File: src/rtl/stereo_fir_filter_with_gain_core_assert.svh
// Assertion macros for the stereo FIR filter RTL.
`ifndef STEREO_FIR_FILTER_WITH_GAIN_CORE_ASSERT_SVH
`define STEREO_FIR_FILTER_WITH_GAIN_CORE_ASSERT_SVH

// Same-cycle implication, disabled while reset is asserted.
`define SFG_ASSERT_IMPL(label, clk, rst_n, ante, cons) \
  label: assert property (@(posedge clk) disable iff (!(rst_n)) (ante) |-> (cons)) \
    else $error("sfg assertion failed");

// Next-cycle implication, disabled while reset is asserted.
`define SFG_ASSERT_NEXT(label, clk, rst_n, ante, cons) \
  label: assert property (@(posedge clk) disable iff (!(rst_n)) (ante) |=> (cons)) \
    else $error("sfg assertion failed");

`endif

File: src/rtl/sfg_pkg.sv
// Shared types, constants and helpers for the stereo FIR filter with gain.
`default_nettype none

package sfg_pkg;

  localparam int TAPS_DEF        = 25;
  localparam int SAMPLE_BITS_DEF = 24;
  localparam int GAIN_W          = 16;
  localparam int GAIN_FRAC       = 13;
  localparam int COEF_IDX_W      = 5;
  localparam int PADDR_W         = 3;
  localparam int PDATA_W         = 32;

  localparam logic [GAIN_W-1:0] GAIN_RESET = 16'd8192;

  // Item operation codes.
  localparam logic OP_COEF   = 1'b0;
  localparam logic OP_SAMPLE = 1'b1;

  // Register index taken from the word address bit.
  localparam logic REG_IDX_GAIN = 1'b0;

  typedef enum logic [2:0] {
    ST_IDLE,
    ST_MAC,
    ST_SHIFT,
    ST_ROUND,
    ST_GAIN,
    ST_DONE
  } state_e;

  typedef struct packed {
    logic coef_en;
    logic coef_wr;
    logic smp_en;
  } cell_ctrl_t;

  typedef struct packed {
    logic mul_en;
    logic acc_clr;
    logic acc_en;
    logic rnd_en;
    logic gain_en;
  } mac_ctrl_t;

  // Accumulator width: exact for the whole sum, but never above 64 bits.
  function automatic int acc_width(int sample_bits, int taps);
    int w;
    w = 2 * sample_bits + $clog2(taps);
    return (w > 64) ? 64 : w;
  endfunction

endpackage

`default_nettype wire

File: src/rtl/sfg_mac.sv
// Per-channel multiply-accumulate, rounding, gain and saturation unit.
`default_nettype none

module sfg_mac
  import sfg_pkg::*;
#(
  parameter int TAPS        = TAPS_DEF,
  parameter int SAMPLE_BITS = SAMPLE_BITS_DEF
) (
  input  wire logic                          clk_i,
  input  wire mac_ctrl_t                     ctrl_i,
  input  wire logic signed [SAMPLE_BITS-1:0] coef_i,
  input  wire logic signed [SAMPLE_BITS-1:0] sample_i,
  input  wire logic        [GAIN_W-1:0]      gain_i,
  output logic signed [SAMPLE_BITS-1:0]      result_o
);

  localparam int AccW  = acc_width(SAMPLE_BITS, TAPS);
  localparam int ProdW = 2 * SAMPLE_BITS;
  localparam int MidW  = AccW - SAMPLE_BITS + 2;
  localparam int GpW   = MidW + GAIN_W + 1;
  localparam int QW    = GpW - GAIN_FRAC;

  logic signed [ProdW-1:0] prod_q, prod_d;
  logic signed [AccW-1:0]  acc_q, acc_d;
  logic signed [AccW-1:0]  rnd_sum;
  logic signed [MidW-1:0]  mid_q, mid_d;
  logic signed [GpW-1:0]   gp_q, gp_d;
  logic signed [GpW-1:0]   gp_rnd;
  logic signed [QW-1:0]    q_val;
  logic                    ovf;

  always_comb begin
    prod_d  = ProdW'(coef_i) * ProdW'(sample_i);
    acc_d   = ctrl_i.acc_clr ? '0 : acc_q + AccW'(prod_q);
    // Round half up to sample scale before the gain stage.
    rnd_sum = acc_q + (AccW'(1) << (SAMPLE_BITS - 3));
    mid_d   = $signed(rnd_sum[AccW-1:SAMPLE_BITS-2]);
    gp_d    = GpW'(mid_q) * GpW'($signed({1'b0, gain_i}));
  end

  always_ff @(posedge clk_i) begin
    if (ctrl_i.mul_en) begin
      prod_q <= prod_d;
    end
    if (ctrl_i.acc_clr || ctrl_i.acc_en) begin
      acc_q <= acc_d;
    end
    if (ctrl_i.rnd_en) begin
      mid_q <= mid_d;
    end
    if (ctrl_i.gain_en) begin
      gp_q <= gp_d;
    end
  end

  // Second rounding drops the gain fraction, then the result saturates.
  always_comb begin
    gp_rnd = gp_q + (GpW'(1) << (GAIN_FRAC - 1));
    q_val  = $signed(gp_rnd[GpW-1:GAIN_FRAC]);
    ovf    = (q_val[QW-1:SAMPLE_BITS-1] != '0) && (q_val[QW-1:SAMPLE_BITS-1] != '1);
    if (!ovf) begin
      result_o = q_val[SAMPLE_BITS-1:0];
    end else if (q_val[QW-1]) begin
      result_o = {1'b1, {(SAMPLE_BITS-1){1'b0}}};
    end else begin
      result_o = {1'b0, {(SAMPLE_BITS-1){1'b1}}};
    end
  end

endmodule

`default_nettype wire

File: config.mk
export PLATFORM = sky130hd
export DESIGN_NAME = sfg_mac
export DESIGN_NICKNAME = d
export VERILOG_FILES = /design/src/rtl/stereo_fir_filter_with_gain_core_assert.svh /design/src/rtl/sfg_pkg.sv /design/src/rtl/sfg_mac.sv
export SDC_FILE = /design/constraint.sdc
export NUM_CORES = 2
export LEC_CHECK = 0
export ABC_AREA = 0
export BUFFER_PORTS_ARGS = -buffer_cell sky130_fd_sc_hd__buf_4
export CAP_MARGIN = 25
export CORE_ASPECT_RATIO = 0.5
export CORE_MARGIN = 5
export CORE_UTILIZATION = 42
export CTS_CLUSTER_SIZE = 25
export DETAILED_ROUTE_END_ITERATION = 8
export GPL_TIMING_DRIVEN = 0
export PLACE_DENSITY_LB_ADDON = 0.05
export SYNTH_ARGS = -nofsm -noshare
export SYNTH_HDL_FRONTEND = slang
export SYNTH_SLANG_ARGS = --single-unit
File: constraint.sdc
create_clock -name clk_i -period 6.5 [get_ports clk_i]
set_clock_uncertainty 0.15 [all_clocks]
set_input_delay 0 -clock clk_i [delete_from_list [all_inputs] [get_ports clk_i]]
set_output_delay 0 -clock clk_i [all_outputs]
set_load 0.005 [all_outputs]
### Word-level counts from Yosys, hierarchy flattened

Cells that the tools add are included.

| storage, ports and cells | value |
|---|---|
| bits in registers | 180 |
| logic and storage cells | 15 |
| output and inout bits | 24 |
| input bits | 70 |

| operators by class | value |
|---|---|
| eq/ne operators | 1 |
| add/sub/neg operators | 3 |
| multiply operators | 2 |
| reductions and logical operators | 3 |
| mux-type cells | 2 |

Operators by type and width:

| cell | number |
|---|---|
| 53-bit by 23-bit adder with 53-bit output, second input constant | 1 |
| 53-bit adder | 1 |
| 48-bit by 14-bit adder with 48-bit output, second input constant | 1 |
| 24-bit by 24-bit multiplier with 48-bit output | 1 |
| 31-bit by 17-bit multiplier with 48-bit output | 1 |
| 24-bit 2-to-1 mux | 2 |
| 12-bit != test, second input constant | 1 |
| 12-bit nonzero test | 1 |
| 1-bit logical AND | 1 |
| 1-bit logical OR | 1 |

### Depth between registers and ports, before layout

| logic depth | value |
|---|---|
| word-level depth | 4 |
| depth in mapped cells | 27 |
| gate-level depth less buffers | 26 |

### Least setup slack after synthesis

OpenSTA, ideal clock, no wires.

| timing | value |
|---|---|
| path kind | input to register |
| start point | in coef_i[23] |
| end point | reg prod_q[46] (data pin) |
| stages | 24 |
| required time | 6.088 ns |
| setup slack | -0.298 ns |
| path buffers | 1 |
| setup time | 0.262 ns |
| arrival | 6.386 ns |
| path through | clkbuf_1 -> nand2_1 -> inv_1 -> fa_1 -> fa_1 -> inv_1 -> fa_1 -> inv_1 -> fa_1 -> fa_1 -> fa_1 -> inv_1 -> fa_1 -> inv_1 -> ha_1 -> a2111oi_0 -> o21ai_0 -> o21a_1 -> nor4_1 -> a21o_1 -> o21ai_1 -> o41ai_1 -> o21ai_1 -> xor2_1 |

| between the ends | value |
|---|---|
| cells in the longest elaborated chain, start to end | 1 |

RTL lines:

| item | RTL line | source |
|---|---|---|
| start, declared | sfg_mac.sv:12 | `input wire logic signed [SAMPLE_BITS-1:0] coef_i,` |
| 24-bit by 24-bit multiplier with 48-bit output | sfg_mac.sv:34 | `prod_d = ProdW'(coef_i) * ProdW'(sample_i);` |
| named net prod_d[46] | sfg_mac.sv:24 | `logic signed [ProdW-1:0] prod_q, prod_d;` |
| end signal, assigned | sfg_mac.sv:44 | `prod_q <= prod_d;` |
| end, declared | sfg_mac.sv:24 |  |

The timed path passes the listed nets, and every way through them passes these cells.
A chain may end at the register's enable or synchronous reset.

### Worst setup path in the final report

| timing | value |
|---|---|
| start point | reg mid_q[8] |
| end point | reg gp_q[45] (data pin) |

| between the ends | value |
|---|---|
| cells in the longest elaborated chain, start to end | 1 |

RTL lines:

| item | RTL line | source |
|---|---|---|
| start, declared | sfg_mac.sv:27 | `logic signed [MidW-1:0] mid_q, mid_d;` |
| start signal, assigned | sfg_mac.sv:50 | `mid_q <= mid_d;` |
| 31-bit by 17-bit multiplier with 48-bit output | sfg_mac.sv:39 | `gp_d = GpW'(mid_q) * GpW'($signed({1'b0, gain_i}));` |
| named net gp_d[45] | sfg_mac.sv:28 | `logic signed [GpW-1:0] gp_q, gp_d;` |
| end signal, assigned | sfg_mac.sv:53 | `gp_q <= gp_d;` |
| end, declared | sfg_mac.sv:28 |  |

The timed path passes the listed nets, and every way through them passes these cells.

==> results.txt <==
The cell count after synthesis came out at 5,031. The checks that failed: setup timing. The multi-input logic area came out at 0.0381 sq mm. The floorplan step set the die width to 486 um. The via-per-instance ratio came out at 5.06. At the worst endpoint, the arrival time is 6.78 ns.

From synthesis to final layout, the design area changed by 11.9%. The startpoint of the worst register-to-register path is mid_q[8]. The most common cell in the synthesized netlist is sky130_fd_sc_hd__inv_1. The run finished, with violations left. The ratio of final minimum period to clock period is 1.03. The element type at the critical path start is a flip-flop. The total congestion overflow is 0. The maximum fanout along the worst path came out at 6. The final max-slew violation count was 0. The number of global-route vias before repair came to 36,826.

The effective utilization at floorplan is 0.423. The initial antenna violation count came out at 5. The slowest cell on the critical path is sky130_fd_sc_hd__fa_2.

The post-synth net total is 6,483. The largest area contributor in the synthesized netlist is sky130_fd_sc_hd__fa_1. The total CTS buffers came out at 17. The largest buffer count on any clock path is 2. The die area came out at 0.120 sq mm. The number of endpoints failing setup at the final stage is 10. The Yosys step of the flow raised 0 warnings. The share of the synthesized area in the top cell type came out at 0.455. The synthesized flop and latch total is 168. TritonCTS built the clock tree. The sequential cell area came out at 0.00504 sq mm. Ranked by instance count, the synthesized netlist is headed by sky130_fd_sc_hd__inv_1 (1,148), sky130_fd_sc_hd__fa_1 (1,081), sky130_fd_sc_hd__nand2_1 (677). The final critical-path required period is 6.71 ns. The transition time at the pin with the least slew margin is 0.883 ns. Setup repair after global routing could not meet its margin everywhere. The per-cell routed wire length is 21.8 um. The count of vias placed by the detailed router came out at 34,316. The weighted congestion reported at the end of routability-driven placement came out at 0.922. The CTS clock-pin slew for the worst setup and hold paths is 0.08 ns. Max-cap violations in this run came to 0. The fraction of layout cells with a size suffix above 1 is 0.103. Traced cell by cell, the critical path runs through buf_4 -> and2_1 -> fa_1 -> fa_1 -> inv_1 -> fa_2 -> fa_1 -> fa_1 -> inv_2 -> fa_1 -> ha_4 -> a21o_1 -> a21oi_2 -> nor2b_4 -> o21ai_2 -> a41oi_4 -> o21ba_4 -> o21ai_4 -> a221o_1 -> a31o_1 -> o31a_1. The async set or reset register ratio after synthesis came out at 0. The cell area after synthesis is 0.0475 sq mm. The most numerous cell on the critical path is sky130_fd_sc_hd__fa_1. The first-pass GRT wire length came out at 228,000 um. For this run, design rule violations remaining after detail routing come to 0.

The final worst slack is -0.213 ns. The floorplan step set the die height to 248 um. The count of boundary I/O pins came out at 94.

The hold-critical path depth is 3. The remaining number of nets flagged by the antenna check after routing is 0. Counting buffers and inverters, the worst setup path is 21 cells deep.

Yosys mapped a number of flops with a built-in enable equal to 168. Among cell families on the critical path, the largest total delay comes from adder cells. Tracing the worst setup path back leads to its startpoint at mid_q[8].

The category of the worst setup path capture point is a flip-flop. The cell sitting at the root of the clock tree is a sky130_fd_sc_hd__clkbuf_16. The data required time of the worst path is 6.57 ns. For this run, the total global-route usage over all layers was measured as 0.250. The pin count of the biggest net entering global routing is 49. The sequential fraction of the synthesis area came out at 0.106.

The remaining max-slew budget at the tightest pin is 0.411. After synthesis, the netlist uses 84 different library cells. For this run, the detailed router's first-pass iteration total came to 5. The number of levels in the clock H-tree is 4. The worst-case reg-to-reg path depth is 21. The hold violation count in the final report is 0. The most used flip-flop cell after synthesis is sky130_fd_sc_hd__edfxtp_1. The critical path is of the reg -> reg type.

The final worst hold slack is 0.0638 ns. Counting both buffers and inverters, the worst setup path holds a total of 3. The estimated wirelength of the detail-placed design came out at 122,000 um. In this run the worst hold path is classified as in -> reg.

For the worst-skew pair, the clock arrives at the later sink with an insertion delay of 0.48 ns. The top achievable clock speed is 0.149 GHz. The number of nets in the layout came out at 6,708. The row count came out at 87. The total core area came out at 0.112 sq mm. The clock drives 168 sinks. The total wire length after detailed routing is 148,000 um. The delay contributed by the slowest stage of the critical path is 0.57 ns.

After synthesis, the cell types taking the most area are sky130_fd_sc_hd__fa_1 (46%), sky130_fd_sc_hd__edfxtp_1 (11%), sky130_fd_sc_hd__inv_1 (9.1%), sky130_fd_sc_hd__ha_1 (7.9%), sky130_fd_sc_hd__and2_1 (6.1%). Buffers placed on the I/O ports in this run total 92. After synthesis, the mean cell area works out to 9.44 sq um. The number of filler cells placed in the layout is 10,852. The violation count after the first detailed-route iteration is 2,395. In this run the most critical hold path is launched from sample_i[0].
[logic make-up after synthesis]
kind of cell / synth area share
AO/OA/AOI/OAI: 0.0614
flip-flops: 0.106
XOR/XNOR: 0.0352
buffers and inverters: 0.107
AND/OR/NAND/NOR: 0.154
multiplexers: 0.000790
adder cells (fa/ha/maj): 0.535
[repair_timing]
| item | CTS | global route |
|---|---|---|
| resized for setup | 295 | 199 |
| endpoints found under the setup margin | 56 | 31 |
| pin swaps | 56 | 53 |
| setup buffers | 73 | 38 |
| cloned | 0 | 2 |
| endpoints found under the hold margin | 119 | 0 |
| hold buffers | 5 | 0 |
[worst paths after layout]
check,slack (ns),endpoint
hold / removal,0.06,prod_q[0]
hold reg to reg,0.48,mid_q[30]
setup reg to reg,-0.21,gp_q[45]
setup / recovery,-0.21,gp_q[45]
[registers in the layout (all words and copies together) (netlist names)]
register	cells
mid_q	31
prod_q	48
gp_q	36
acc_q	53
[worst min-delay path, stage by stage]
cell and delay, ns:
sky130_fd_sc_hd__buf_6 0.12, sky130_fd_sc_hd__buf_4 0.22, sky130_fd_sc_hd__and2_1 0.20
[per-stage QoR]
stage / instances / setup WS (ns) / TNS (ns) / instance area [sq um] / util
2_1_floorplan: 5031 / -0.00653 / -0.00653 / 47500 / -
3_3_place_gp: 6636 / -1.64 / -43.10 / 50100 / 0.446
3_5_place_dp: 6637 / -1.67 / -44.18 / 50100 / 0.446
4_1_cts: 6745 / -0.138 / -0.504 / 52400 / 0.466
5_1_grt: 6782 / -0.380 / -3.73 / 53200 / 0.473
6_report: 6783 / -0.213 / -0.984 / 53200 / 0.473
[cells in the final DEF, fill, tap and decap left out, drive strengths merged, types with 5 or more instances in the layout]
master and n:
inv 1153, fa 1081, nand2 677, and2 467, ha 301, buf 260
edfxtp 168, clkbuf 161, nor2 141, a21oi 128, xnor2 126, o21ai 97
a21o 66, xor2 64, nand3 50, and3 33, o21bai 26, nand4 26
nand2b 26, nor3 26, a31oi 21, nor2b 17, o21a 15, a211oi 13
clkinv 11, a21boi 10, or3 8, and4 8, or2 6, o31ai 6
dlygate4sd3 5, a41oi 5
[per-layer routing]
layer  global-route usage  part of all wire
met5                    0                 0
met4               0.0508             0.022
met3               0.0392             0.066
met2                0.398              0.44
met1                0.366              0.47
[cell type report]
cell class / count / area share
diodes: 1 / 0.0000471
plain buffers: 198 / 0.0259
clock buffers: 17 / 0.00800
clock inverters: 15 / 0.00402
inverters: 1149 / 0.0812
multi-input cells: 3511 / 0.717
flip-flops and latches: 168 / 0.0949
well taps: 1513 / 0.0356
repair buffers: 211 / 0.0329
Power is left out: the tool's default activity adds up to more than one toggle a clock period on the data nets, which glitch-free logic cannot reach.
