### src/rtl/stereo_fir_filter_with_gain_core_assert.svh
// Assertion macros for the stereo FIR filter RTL.
`ifndef STEREO_FIR_FILTER_WITH_GAIN_CORE_ASSERT_SVH
`define STEREO_FIR_FILTER_WITH_GAIN_CORE_ASSERT_SVH

// Same-cycle implication, disabled while reset is asserted.
`define SFG_ASSERT_IMPL(label, clk, rst_n, ante, cons) \
  label: assert property (@(posedge clk) disable iff (!(rst_n)) (ante) |-> (cons)) \
    else $error("sfg assertion failed");

// Next-cycle implication, disabled while reset is asserted.
`define SFG_ASSERT_NEXT(label, clk, rst_n, ante, cons) \
  label: assert property (@(posedge clk) disable iff (!(rst_n)) (ante) |=> (cons)) \
    else $error("sfg assertion failed");

`endif

### src/rtl/sfg_pkg.sv
// Shared types, constants and helpers for the stereo FIR filter with gain.
`default_nettype none

package sfg_pkg;

  localparam int TAPS_DEF        = 25;
  localparam int SAMPLE_BITS_DEF = 24;
  localparam int GAIN_W          = 16;
  localparam int GAIN_FRAC       = 13;
  localparam int COEF_IDX_W      = 5;
  localparam int PADDR_W         = 3;
  localparam int PDATA_W         = 32;

  localparam logic [GAIN_W-1:0] GAIN_RESET = 16'd8192;

  // Item operation codes.
  localparam logic OP_COEF   = 1'b0;
  localparam logic OP_SAMPLE = 1'b1;

  // Register index taken from the word address bit.
  localparam logic REG_IDX_GAIN = 1'b0;

  typedef enum logic [2:0] {
    ST_IDLE,
    ST_MAC,
    ST_SHIFT,
    ST_ROUND,
    ST_GAIN,
    ST_DONE
  } state_e;

  typedef struct packed {
    logic coef_en;
    logic coef_wr;
    logic smp_en;
  } cell_ctrl_t;

  typedef struct packed {
    logic mul_en;
    logic acc_clr;
    logic acc_en;
    logic rnd_en;
    logic gain_en;
  } mac_ctrl_t;

  // Accumulator width: exact for the whole sum, but never above 64 bits.
  function automatic int acc_width(int sample_bits, int taps);
    int w;
    w = 2 * sample_bits + $clog2(taps);
    return (w > 64) ? 64 : w;
  endfunction

endpackage

`default_nettype wire

### src/rtl/sfg_tap_cell.sv
// One tap cell: holds a coefficient and the left and right history samples.
`default_nettype none

module sfg_tap_cell
  import sfg_pkg::*;
#(
  parameter int SAMPLE_BITS = SAMPLE_BITS_DEF
) (
  input  wire logic                          clk_i,
  input  wire logic                          rst_ni,
  input  wire cell_ctrl_t                    ctrl_i,
  input  wire logic signed [SAMPLE_BITS-1:0] wr_coef_i,
  input  wire logic signed [SAMPLE_BITS-1:0] nb_coef_i,
  input  wire logic signed [SAMPLE_BITS-1:0] nb_left_i,
  input  wire logic signed [SAMPLE_BITS-1:0] nb_right_i,
  output logic signed [SAMPLE_BITS-1:0]      coef_o,
  output logic signed [SAMPLE_BITS-1:0]      left_o,
  output logic signed [SAMPLE_BITS-1:0]      right_o
);

  logic signed [SAMPLE_BITS-1:0] coef_q, coef_d;
  logic signed [SAMPLE_BITS-1:0] left_q, right_q;

  // A direct write wins over the value handed in by the neighbor.
  assign coef_d = ctrl_i.coef_wr ? wr_coef_i : nb_coef_i;

  always_ff @(posedge clk_i or negedge rst_ni) begin
    if (!rst_ni) begin
      coef_q  <= '0;
      left_q  <= '0;
      right_q <= '0;
    end else begin
      if (ctrl_i.coef_en) begin
        coef_q <= coef_d;
      end
      if (ctrl_i.smp_en) begin
        left_q  <= nb_left_i;
        right_q <= nb_right_i;
      end
    end
  end

  assign coef_o  = coef_q;
  assign left_o  = left_q;
  assign right_o = right_q;

endmodule

`default_nettype wire

### config.mk
export PLATFORM = sky130hd
export DESIGN_NAME = sfg_tap_cell
export DESIGN_NICKNAME = d
export VERILOG_FILES = /design/src/rtl/stereo_fir_filter_with_gain_core_assert.svh /design/src/rtl/sfg_pkg.sv /design/src/rtl/sfg_tap_cell.sv
export SDC_FILE = /design/constraint.sdc
export NUM_CORES = 1
export LEC_CHECK = 0
export BUFFER_PORTS_ARGS = -buffer_cell sky130_fd_sc_hd__buf_4
export CORE_AREA = 2 2 85 87
export CTS_BUF_LIST = sky130_fd_sc_hd__clkbuf_4
export CTS_CLUSTER_DIAMETER = 80
export DETAILED_ROUTE_END_ITERATION = 7
export DIE_AREA = 0 0 87 89
export PLACE_DENSITY = 0.8
export RECOVER_POWER = 25
export SLEW_MARGIN = 5
export SYNTH_ARGS = -nofsm -noshare
export SYNTH_HDL_FRONTEND = slang
export SYNTH_SLANG_ARGS = --single-unit
### constraint.sdc
create_clock -name clk_i -period 0.91 [get_ports clk_i]
set_input_delay 0.182 -clock clk_i [delete_from_list [all_inputs] [get_ports clk_i]]
set_output_delay 0.182 -clock clk_i [all_outputs]
set_load 0.02 [all_outputs]
Word level (Yosys, flattened, before mapping)
Index checks and enable logic that the tools add are counted.
Cells by class
  mux-type cells: 1
Operator list (number)
  24-bit two-way mux: 1
Word-level totals
  input bits: 101
  output and inout bits: 72
  flip-flop bits (word level): 72

Logic depth before layout (Yosys ltp)
Gate-level depths: netlist of run 1.
  word-level depth: 1
  gate-level depth with buffers: 4
  depth with buffers taken out: 2

Worst setup path before layout of run 1
Ideal clock, no wire load.
  path type: input to register
  from: input port ctrl_i[0] in the netlist's numbering
  to: register left_q[10], in the netlist left_o[10]
  cell stages on the path: 3
  path buffers: 2
  slack: 25 ps
  arrival: 760 ps
  cells stage by stage: buf_6 buf_6 mux2_4
RTL lines
  start: declaration: RTL line sfg_tap_cell.sv:11  | input wire cell_ctrl_t ctrl_i,
  end signal: assignment: RTL line sfg_tap_cell.sv:37  | left_q <= nb_left_i;
  end: declaration: RTL line sfg_tap_cell.sv:22  | logic signed [SAMPLE_BITS-1:0] left_q, right_q;
No word-level cell between the ends.

Worst setup path after layout of run 1
  from: register coef_q[3], in the netlist coef_o[3]
  to: output port coef_o[3]
RTL lines
  start: declaration: RTL line sfg_tap_cell.sv:21  | logic signed [SAMPLE_BITS-1:0] coef_q, coef_d;
  start signal: assignment: RTL line sfg_tap_cell.sv:34  | coef_q <= coef_d;
  end: declaration: RTL line sfg_tap_cell.sv:16  | output logic signed [SAMPLE_BITS-1:0] coef_o,
No word-level cell between the ends.

==> results.sh, run 1 <==
export IMPL_status="complete, but fails checks"
export IMPL_failed_checks="setup timing"
export IMPL_synth_mux_area_share_pct=28.9
export IMPL_power_leakage_nw=2.72
export IMPL_layout_area_overhead_vs_synth_pct=85.5
export IMPL_clock_skew_final_ps=0
export IMPL_ant_nets=0
export IMPL_post_place_ws_ps=-102
export IMPL_min_to="right_o[17]"
export IMPL_timing_critical_path_required_ps=730
export IMPL_power_switching_mw=2.49
export IMPL_final_common_cell="buf_4"
export IMPL_insertion_delay_ps=380
export IMPL_timing_final_crit_share_pct=128
export IMPL_first_global_vias=2726
export IMPL_syn_nets=306
export IMPL_routed_wirelength_um=9660
export IMPL_dpl_cell_area_um2=4410
export IMPL_gp_congestion=0.811
export IMPL_tritoncts="built"
export IMPL_clock_sinks=72
export IMPL_compound_gate_portion_of_the_synthesized_area_pct=4.05
export IMPL_setup_reg_to_reg_worst_slack_ps=-150
export IMPL_fin_crit_ps=1170
export IMPL_ys_ff_latch=72
export IMPL_finalNetCount=560
export IMPL_maxCapViolations=0
export IMPL_worst_slew_pin_slew_ps=491
export IMPL_maxSlewHeadroom_pct=67.3
export IMPL_p_int_mw=5.67
export IMPL_die_width_um=87
export IMPL_fraction_of_the_yosys_area_taken_by_sequential_cells_pct=60.8
export IMPL_die_area_um2=7740
export IMPL_critical_path_cell_chain="buf_6"
export IMPL_timing_critical_path_slowest_stage_cell="dfrtp_1"
export IMPL_combinationalPowerShare_pct=33.0
export IMPL_path_clk_slew_ps=140
export IMPL_mostFrequentLayoutCells="buf_4, buf_6, dfrtp_1"
export IMPL_final_number_of_setup_violating_endpoints=81
export IMPL_total_power_mw=8.16
export IMPL_synth_top_cells_by_area="dfrtp_1, mux2_2, mux2_4, mux2i_1, a21oi_1"
export IMPL_fraction_of_layout_cells_with_a_size_suffix_above_1_pct=61.6
export IMPL_antenna_found_initial=1
export IMPL_cts_buffers_inserted=9
export IMPL_yosys_area_share_simple_pct=3.04
export IMPL_yosys_area_share_xor_xnor_pct=0
export IMPL_floorplan_core_area_um2=6720
export IMPL_post_synth_inst_count=205
export IMPL_fmax_mhz=858
export IMPL_detailed_place_hpwl_um=5680
export IMPL_timing_critical_path_to_type="output pin"
export IMPL_core_rowCount=30
export IMPL_crit_family="flip-flops"
export IMPL_power_clock_fraction_pct=20.5
export IMPL_slew_violations=0
export IMPL_setup_tns_ps=-15800
export IMPL_synth_adder_area_share_pct=0
export IMPL_reg2regPathDepth=3
export IMPL_worst_setup_path_type="register to output pin"
export IMPL_io_pins=173
export IMPL_per_instance_average_area_after_synthesis_um2=14.5
export IMPL_unrepaired_setup_endpoints_after_global_routing="true"
export IMPL_critical_path_peak_fanout=2
export IMPL_cp_buffers_inverters=1
export IMPL_holdPathStages=2
export IMPL_grt_pass1_wl_um=13200
export IMPL_worst_hold_startpoint="nb_right_i[17]"
export IMPL_pwr_share_seq_pct=46.5
export IMPL_initial_core_util_pct=44.1
export IMPL_grt_start_max_net_pins=49
export IMPL_yosys_area_top_type="dfrtp_1"
export IMPL_buffer_ports_inserted=172
export IMPL_deepest_level_of_the_cts_h_tree=3
export IMPL_count_of_distinct_cell_types_in_the_synthesized_netlist=10
export IMPL_number_of_design_rule_violations_left_after_detail_routing=0
export IMPL_clock_tree_root_cell="clkbuf_4"
export IMPL_avgRoutedWirePerCell_um=17.7
export IMPL_global_route_usage_total_pct=22.7
export IMPL_worstPathArrival_ps=980
export IMPL_num_vias=2628
export IMPL_route_detailed_vias_per_inst=4.82
export IMPL_largest_family_of_logic_cells_by_synthesized_area="multiplexers"
export IMPL_crit_reg2reg_capture="left_o[20]"
export IMPL_die_y_um=89
export IMPL_drtIter0Drc=66
export IMPL_cp_slowest_stage_delay_ps=440
export IMPL_power_density_cell_area_nw_per_um2=1480
export IMPL_ys_warnings_count=0
export IMPL_max_vdd_ir_drop_mv=1.24
export IMPL_synth_area_um2=2960
export IMPL_report_final_hold_viol_count=0
export IMPL_synth_top_area_share_pct=60.8
export IMPL_critPathLaunchType="register"
export IMPL_cts_path_max_buffers=2
export IMPL_switching_share_pct=30.5
export IMPL_critical_path_reg2reg_startpoint="left_o[20]"
export IMPL_hold_path_class="input pin to register"
export IMPL_final_critical_path_setup_slack_ps=-256
export IMPL_grt_ovfl_total=0
export IMPL_drt_pass1_iter_count=4
export IMPL_layout_cell_area_non_filler_um2=5500
==> layout make-up <==
cell class	instances	area (um^2)
fill	369	1220
tap	80	100
sequential	72	1800
clock buffer	9	67.6
antenna	1	2.50
clock inverter	7	38.8
multi-input combinational	120	1080
timing repair buffer	256	2400
==> kinds of logic (layout without fill, tap and decap cells) <==
logic type | count (synthesis) | after routing
AO/OA/AOI/OAI | 24 | 24
buffers and inverters | 13 | 272
flip-flops | 72 | 72
multiplexers | 72 | 72
other | 0 | 1
AND/OR/NAND/NOR | 24 | 24
==> cells in the mapped netlist <==
library cell and number:
mux2i_1 24, a21oi_1 24, mux2_4 20, dfrtp_1 72
nor2_1 24, mux2_2 28, clkbuf_1 2, buf_2 5
buf_6 5, buf_4 1
==> power groups by stage <==
stage	Sequential, mW	Combinational [mW]	Clock, mW
floorplan	4.16	0.534	0
global placement	3.77	1.98	0
detailed placement	3.78	2.02	0
CTS	3.77	2.48	1.69
global route	3.83	2.84	1.86
finish	3.79	2.70	1.67
==> timing repair <==
action | 4_1_cts | 5_1_grt
setup buffers | 23 | 23
endpoints found under the setup margin | 72 | 87
hold buffers | 30 | 5
hold endpoints to repair | 101 | 5
resized for setup | 72 | 19
==> routing by layer <==
metal  routed length (um)  share of wire (%)  GRT usage, %  vias up
met4                  181                1.9          9.38        0
met5                    0                  0             0        -
met1                 3400                 35          25.0     1246
met2                 5340                 55          41.7      141
met3                  733                7.6          5.82       18
li1                     -                  -             -     1223
==> worst max-delay path by stage <==
stage / startpoint / end / slack [ps] / cells past startpoint
after global routing: coef_o[3] / coef_o[3] / -310 / 1
after global placement: ctrl_i[0] / right_o[10] / -70 / 3
after detailed placement: ctrl_i[0] / right_o[15] / -100 / 3
after CTS: left_o[20] / left_o[20] / -260 / 1
final: coef_o[3] / coef_o[3] / -260 / 1
after floorplan: ctrl_i[0] / left_o[10] / 20 / 3
==> per-stage QoR <==
stage / hold WS [ps] / utilization [%] / cells
3_5_place_dp: 173 / 65.7 / 453
4_1_cts: 0.794 / 78.3 / 522
6_report: 22.1 / 81.8 / 545
5_1_grt: -0.925 / 81.8 / 545
3_3_place_gp: 164 / 65.7 / 453
2_1_floorplan: -114 / - / 205
==> registers in the layout, summed over array words and instances, names as in the netlist <==
signal   flops
left_o      24
right_o     24
coef_o      24
Power figures use the tool's default switching activity.
==> run 2: changes to the inputs <==
- BUFFER_PORTS_ARGS: -buffer_cell sky130_fd_sc_hd__buf_4 -> -buffer_cell sky130_fd_sc_hd__buf_2
- GPL_ROUTABILITY_DRIVEN: default -> 1
==> run 2 against run 1 <==
Net effect: the run still ends with setup timing left; non-clock buffer count decreased by 3; highest routed layer unchanged; die area unchanged; clock power increased by 35%; utilization decreased by 3.7 points.
==> results.sh, run 2 (synthesis gave the netlist of run 1 again) <==
export IMPL_clock_tree_root_cell="clkbuf_4"
export IMPL_critical_path_depth=1
export IMPL_grt_start_max_net_pins=39
export IMPL_clock_sinks=72
export IMPL_grt_pass1_wl_um=13100
export IMPL_path_clk_slew_ps=140
export IMPL_layout_filler_cells=416
export IMPL_cts_path_max_buffers=2
export IMPL_io_pins=173
export IMPL_fmax_mhz=857
export IMPL_crit_family="flip-flops"
export IMPL_floorplan_core_area_um2=6720
export IMPL_routed_wirelength_um=9620
export IMPL_cts_buffers_inserted=9
export IMPL_deepest_level_of_the_cts_h_tree=3
export IMPL_drt_pass1_iter_count=4
export IMPL_number_of_design_rule_violations_left_after_detail_routing=0
export IMPL_maxSlewHeadroom_pct=67.1
export IMPL_num_vias=2659
export IMPL_cp_slowest_stage_delay_ps=430
export IMPL_critical_path_cell_chain="buf_6"
export IMPL_hold_slack_ps=27.4
export IMPL_critPathLaunchType="register"
export IMPL_route_detailed_vias_per_inst=4.91
export IMPL_report_final_hold_viol_count=0
export IMPL_avgRoutedWirePerCell_um=17.8
export IMPL_finalNetCount=557
export IMPL_timing_final_crit_share_pct=128
export IMPL_buffer_ports_inserted=172
export IMPL_fraction_of_layout_cells_with_a_size_suffix_above_1_pct=60.7
export IMPL_worstPathArrival_ps=990
export IMPL_global_route_usage_total_pct=22.4
export IMPL_unrepaired_setup_endpoints_after_global_routing="true"
export IMPL_timing_critical_path_required_ps=730
export IMPL_layout_area_overhead_vs_synth_pct=77.1
export IMPL_hold_path_class="input pin to register"
export IMPL_total_area_of_multi_input_combinational_cells_um2=1070
export IMPL_power_leakage_nw=2.64
export IMPL_drtIter0Drc=71
export IMPL_gp_congestion=0.753
export IMPL_n_antenna_cell=0
export IMPL_fin_crit_ps=1170
export IMPL_slew_violations=0
export IMPL_die_area_um2=7740
export IMPL_mostFrequentLayoutCells="buf_2, buf_6, dfrtp_1"
export IMPL_core_rowCount=30
export IMPL_detailed_place_hpwl_um=5180
export IMPL_tritoncts="built"
export IMPL_regArea_um2=1800
export IMPL_die_y_um=89
export IMPL_holdPathStages=2
export IMPL_timing_critical_path_slowest_stage_cell="dfrtp_1"
export IMPL_max_vdd_ir_drop_mv=1.31
export IMPL_dpl_cell_area_um2=3980
export IMPL_failed_checks="setup timing"
export IMPL_die_width_um=87
export IMPL_worst_setup_path_type="register to output pin"
export IMPL_insertion_delay_ps=390
export IMPL_worst_slew_pin_slew_ps=493
export IMPL_cp_buffers_inverters=1
export IMPL_power_density_cell_area_nw_per_um2=1640
export IMPL_maxCapViolations=0
export IMPL_layout_cell_area_non_filler_um2=5250
export IMPL_final_common_cell="buf_2"
export IMPL_antenna_found_initial=0
export IMPL_final_critical_path_setup_slack_ps=-257
export IMPL_critical_path_peak_fanout=2
export IMPL_first_global_vias=2783
export IMPL_clock_skew_final_ps=0
export IMPL_final_number_of_setup_violating_endpoints=81
export IMPL_grt_ovfl_total=0
export IMPL_total_power_mw=8.59
export IMPL_ant_nets=0
export IMPL_initial_core_util_pct=44.1
export IMPL_timing_critical_path_to_type="output pin"
export IMPL_status="complete, but fails checks"
export IMPL_reg2regPathDepth=2
-- run 2: cell types whose count changed in the layout (fill, tap and decap cells not counted), moves of 2 or more --
cell / delta
buf_2: +99
buf_4: -100
buf_6: -4
bufinv_16: +2
clkinv_2: -3
clkinv_4: +2
clkinvlp_4: -2
dlygate4sd3_1: +2
nor2_2: +2
nor2_4: -2
-- run 2: what timing repair did --
item                                    4_1_cts  5_1_grt
hold buffers                                 35        2
resized for setup                           144       13
endpoints found under the setup margin       72       87
hold endpoints to repair                    106        2
buffers inserted                             23       18
-- run 2: final cells by class --
| class | instances | share of cell area, % |
|---|---|---|
| repair buffers | 253 | 40.2 |
| flip-flops and latches | 72 | 34.3 |
| multi-input cells | 120 | 20.5 |
| well taps | 80 | 1.91 |
| clock inverters | 7 | 1.81 |
| clock buffers | 9 | 1.29 |
-- run 2: final timing paths --
path,start,end,slack (ps)
min in group asynchronous,rst_ni,left_o[10],460
max in group asynchronous,rst_ni,right_o[11],80
hold reg to reg,right_o[10],right_o[10],550
setup / recovery,left_o[7],left_o[7],-260
hold / removal,nb_left_i[5],left_o[5],30
setup reg to reg,left_o[20],left_o[20],-40
-- run 2: worst register-to-register path, stage by stage, from the launching register on --
cell     delay, ps
dfrtp_1        430
buf_4          150
mux2_4         270
-- run 2: stage by stage --
step                      setup WS (ps)  std cells  setup TNS (ps)  util [%]
final                              -257        541          -15560      78.1
after detailed placement           -115        452           -4290      59.2
after floorplan                    24.5        205               0         -
after CTS                          -265        526          -17060      76.1
after global routing               -323        541          -19970      78.1
after global placement            -94.1        452           -3360      59.2
-- run 2: power breakdown --
| part | switching, mW | total (mW) | internal, mW |
|---|---|---|---|
| Clock | 1.14 | 2.26 | 1.12 |
| Combinational | 1.07 | 2.53 | 1.46 |
| Sequential | 0.270 | 3.79 | 3.52 |
| Total | 2.48 | 8.59 | 6.11 |
-- run 2: per-layer routing --
metal / track usage [%] / share of wire, % / vias to the layer above
li1: - / - / 1215
met1: 22.5 / 33 / 1278
met2: 43.4 / 56 / 138
met3: 5.91 / 7.6 / 28
met4: 9.23 / 3.4 / 0
met5: 0 / 0 / -
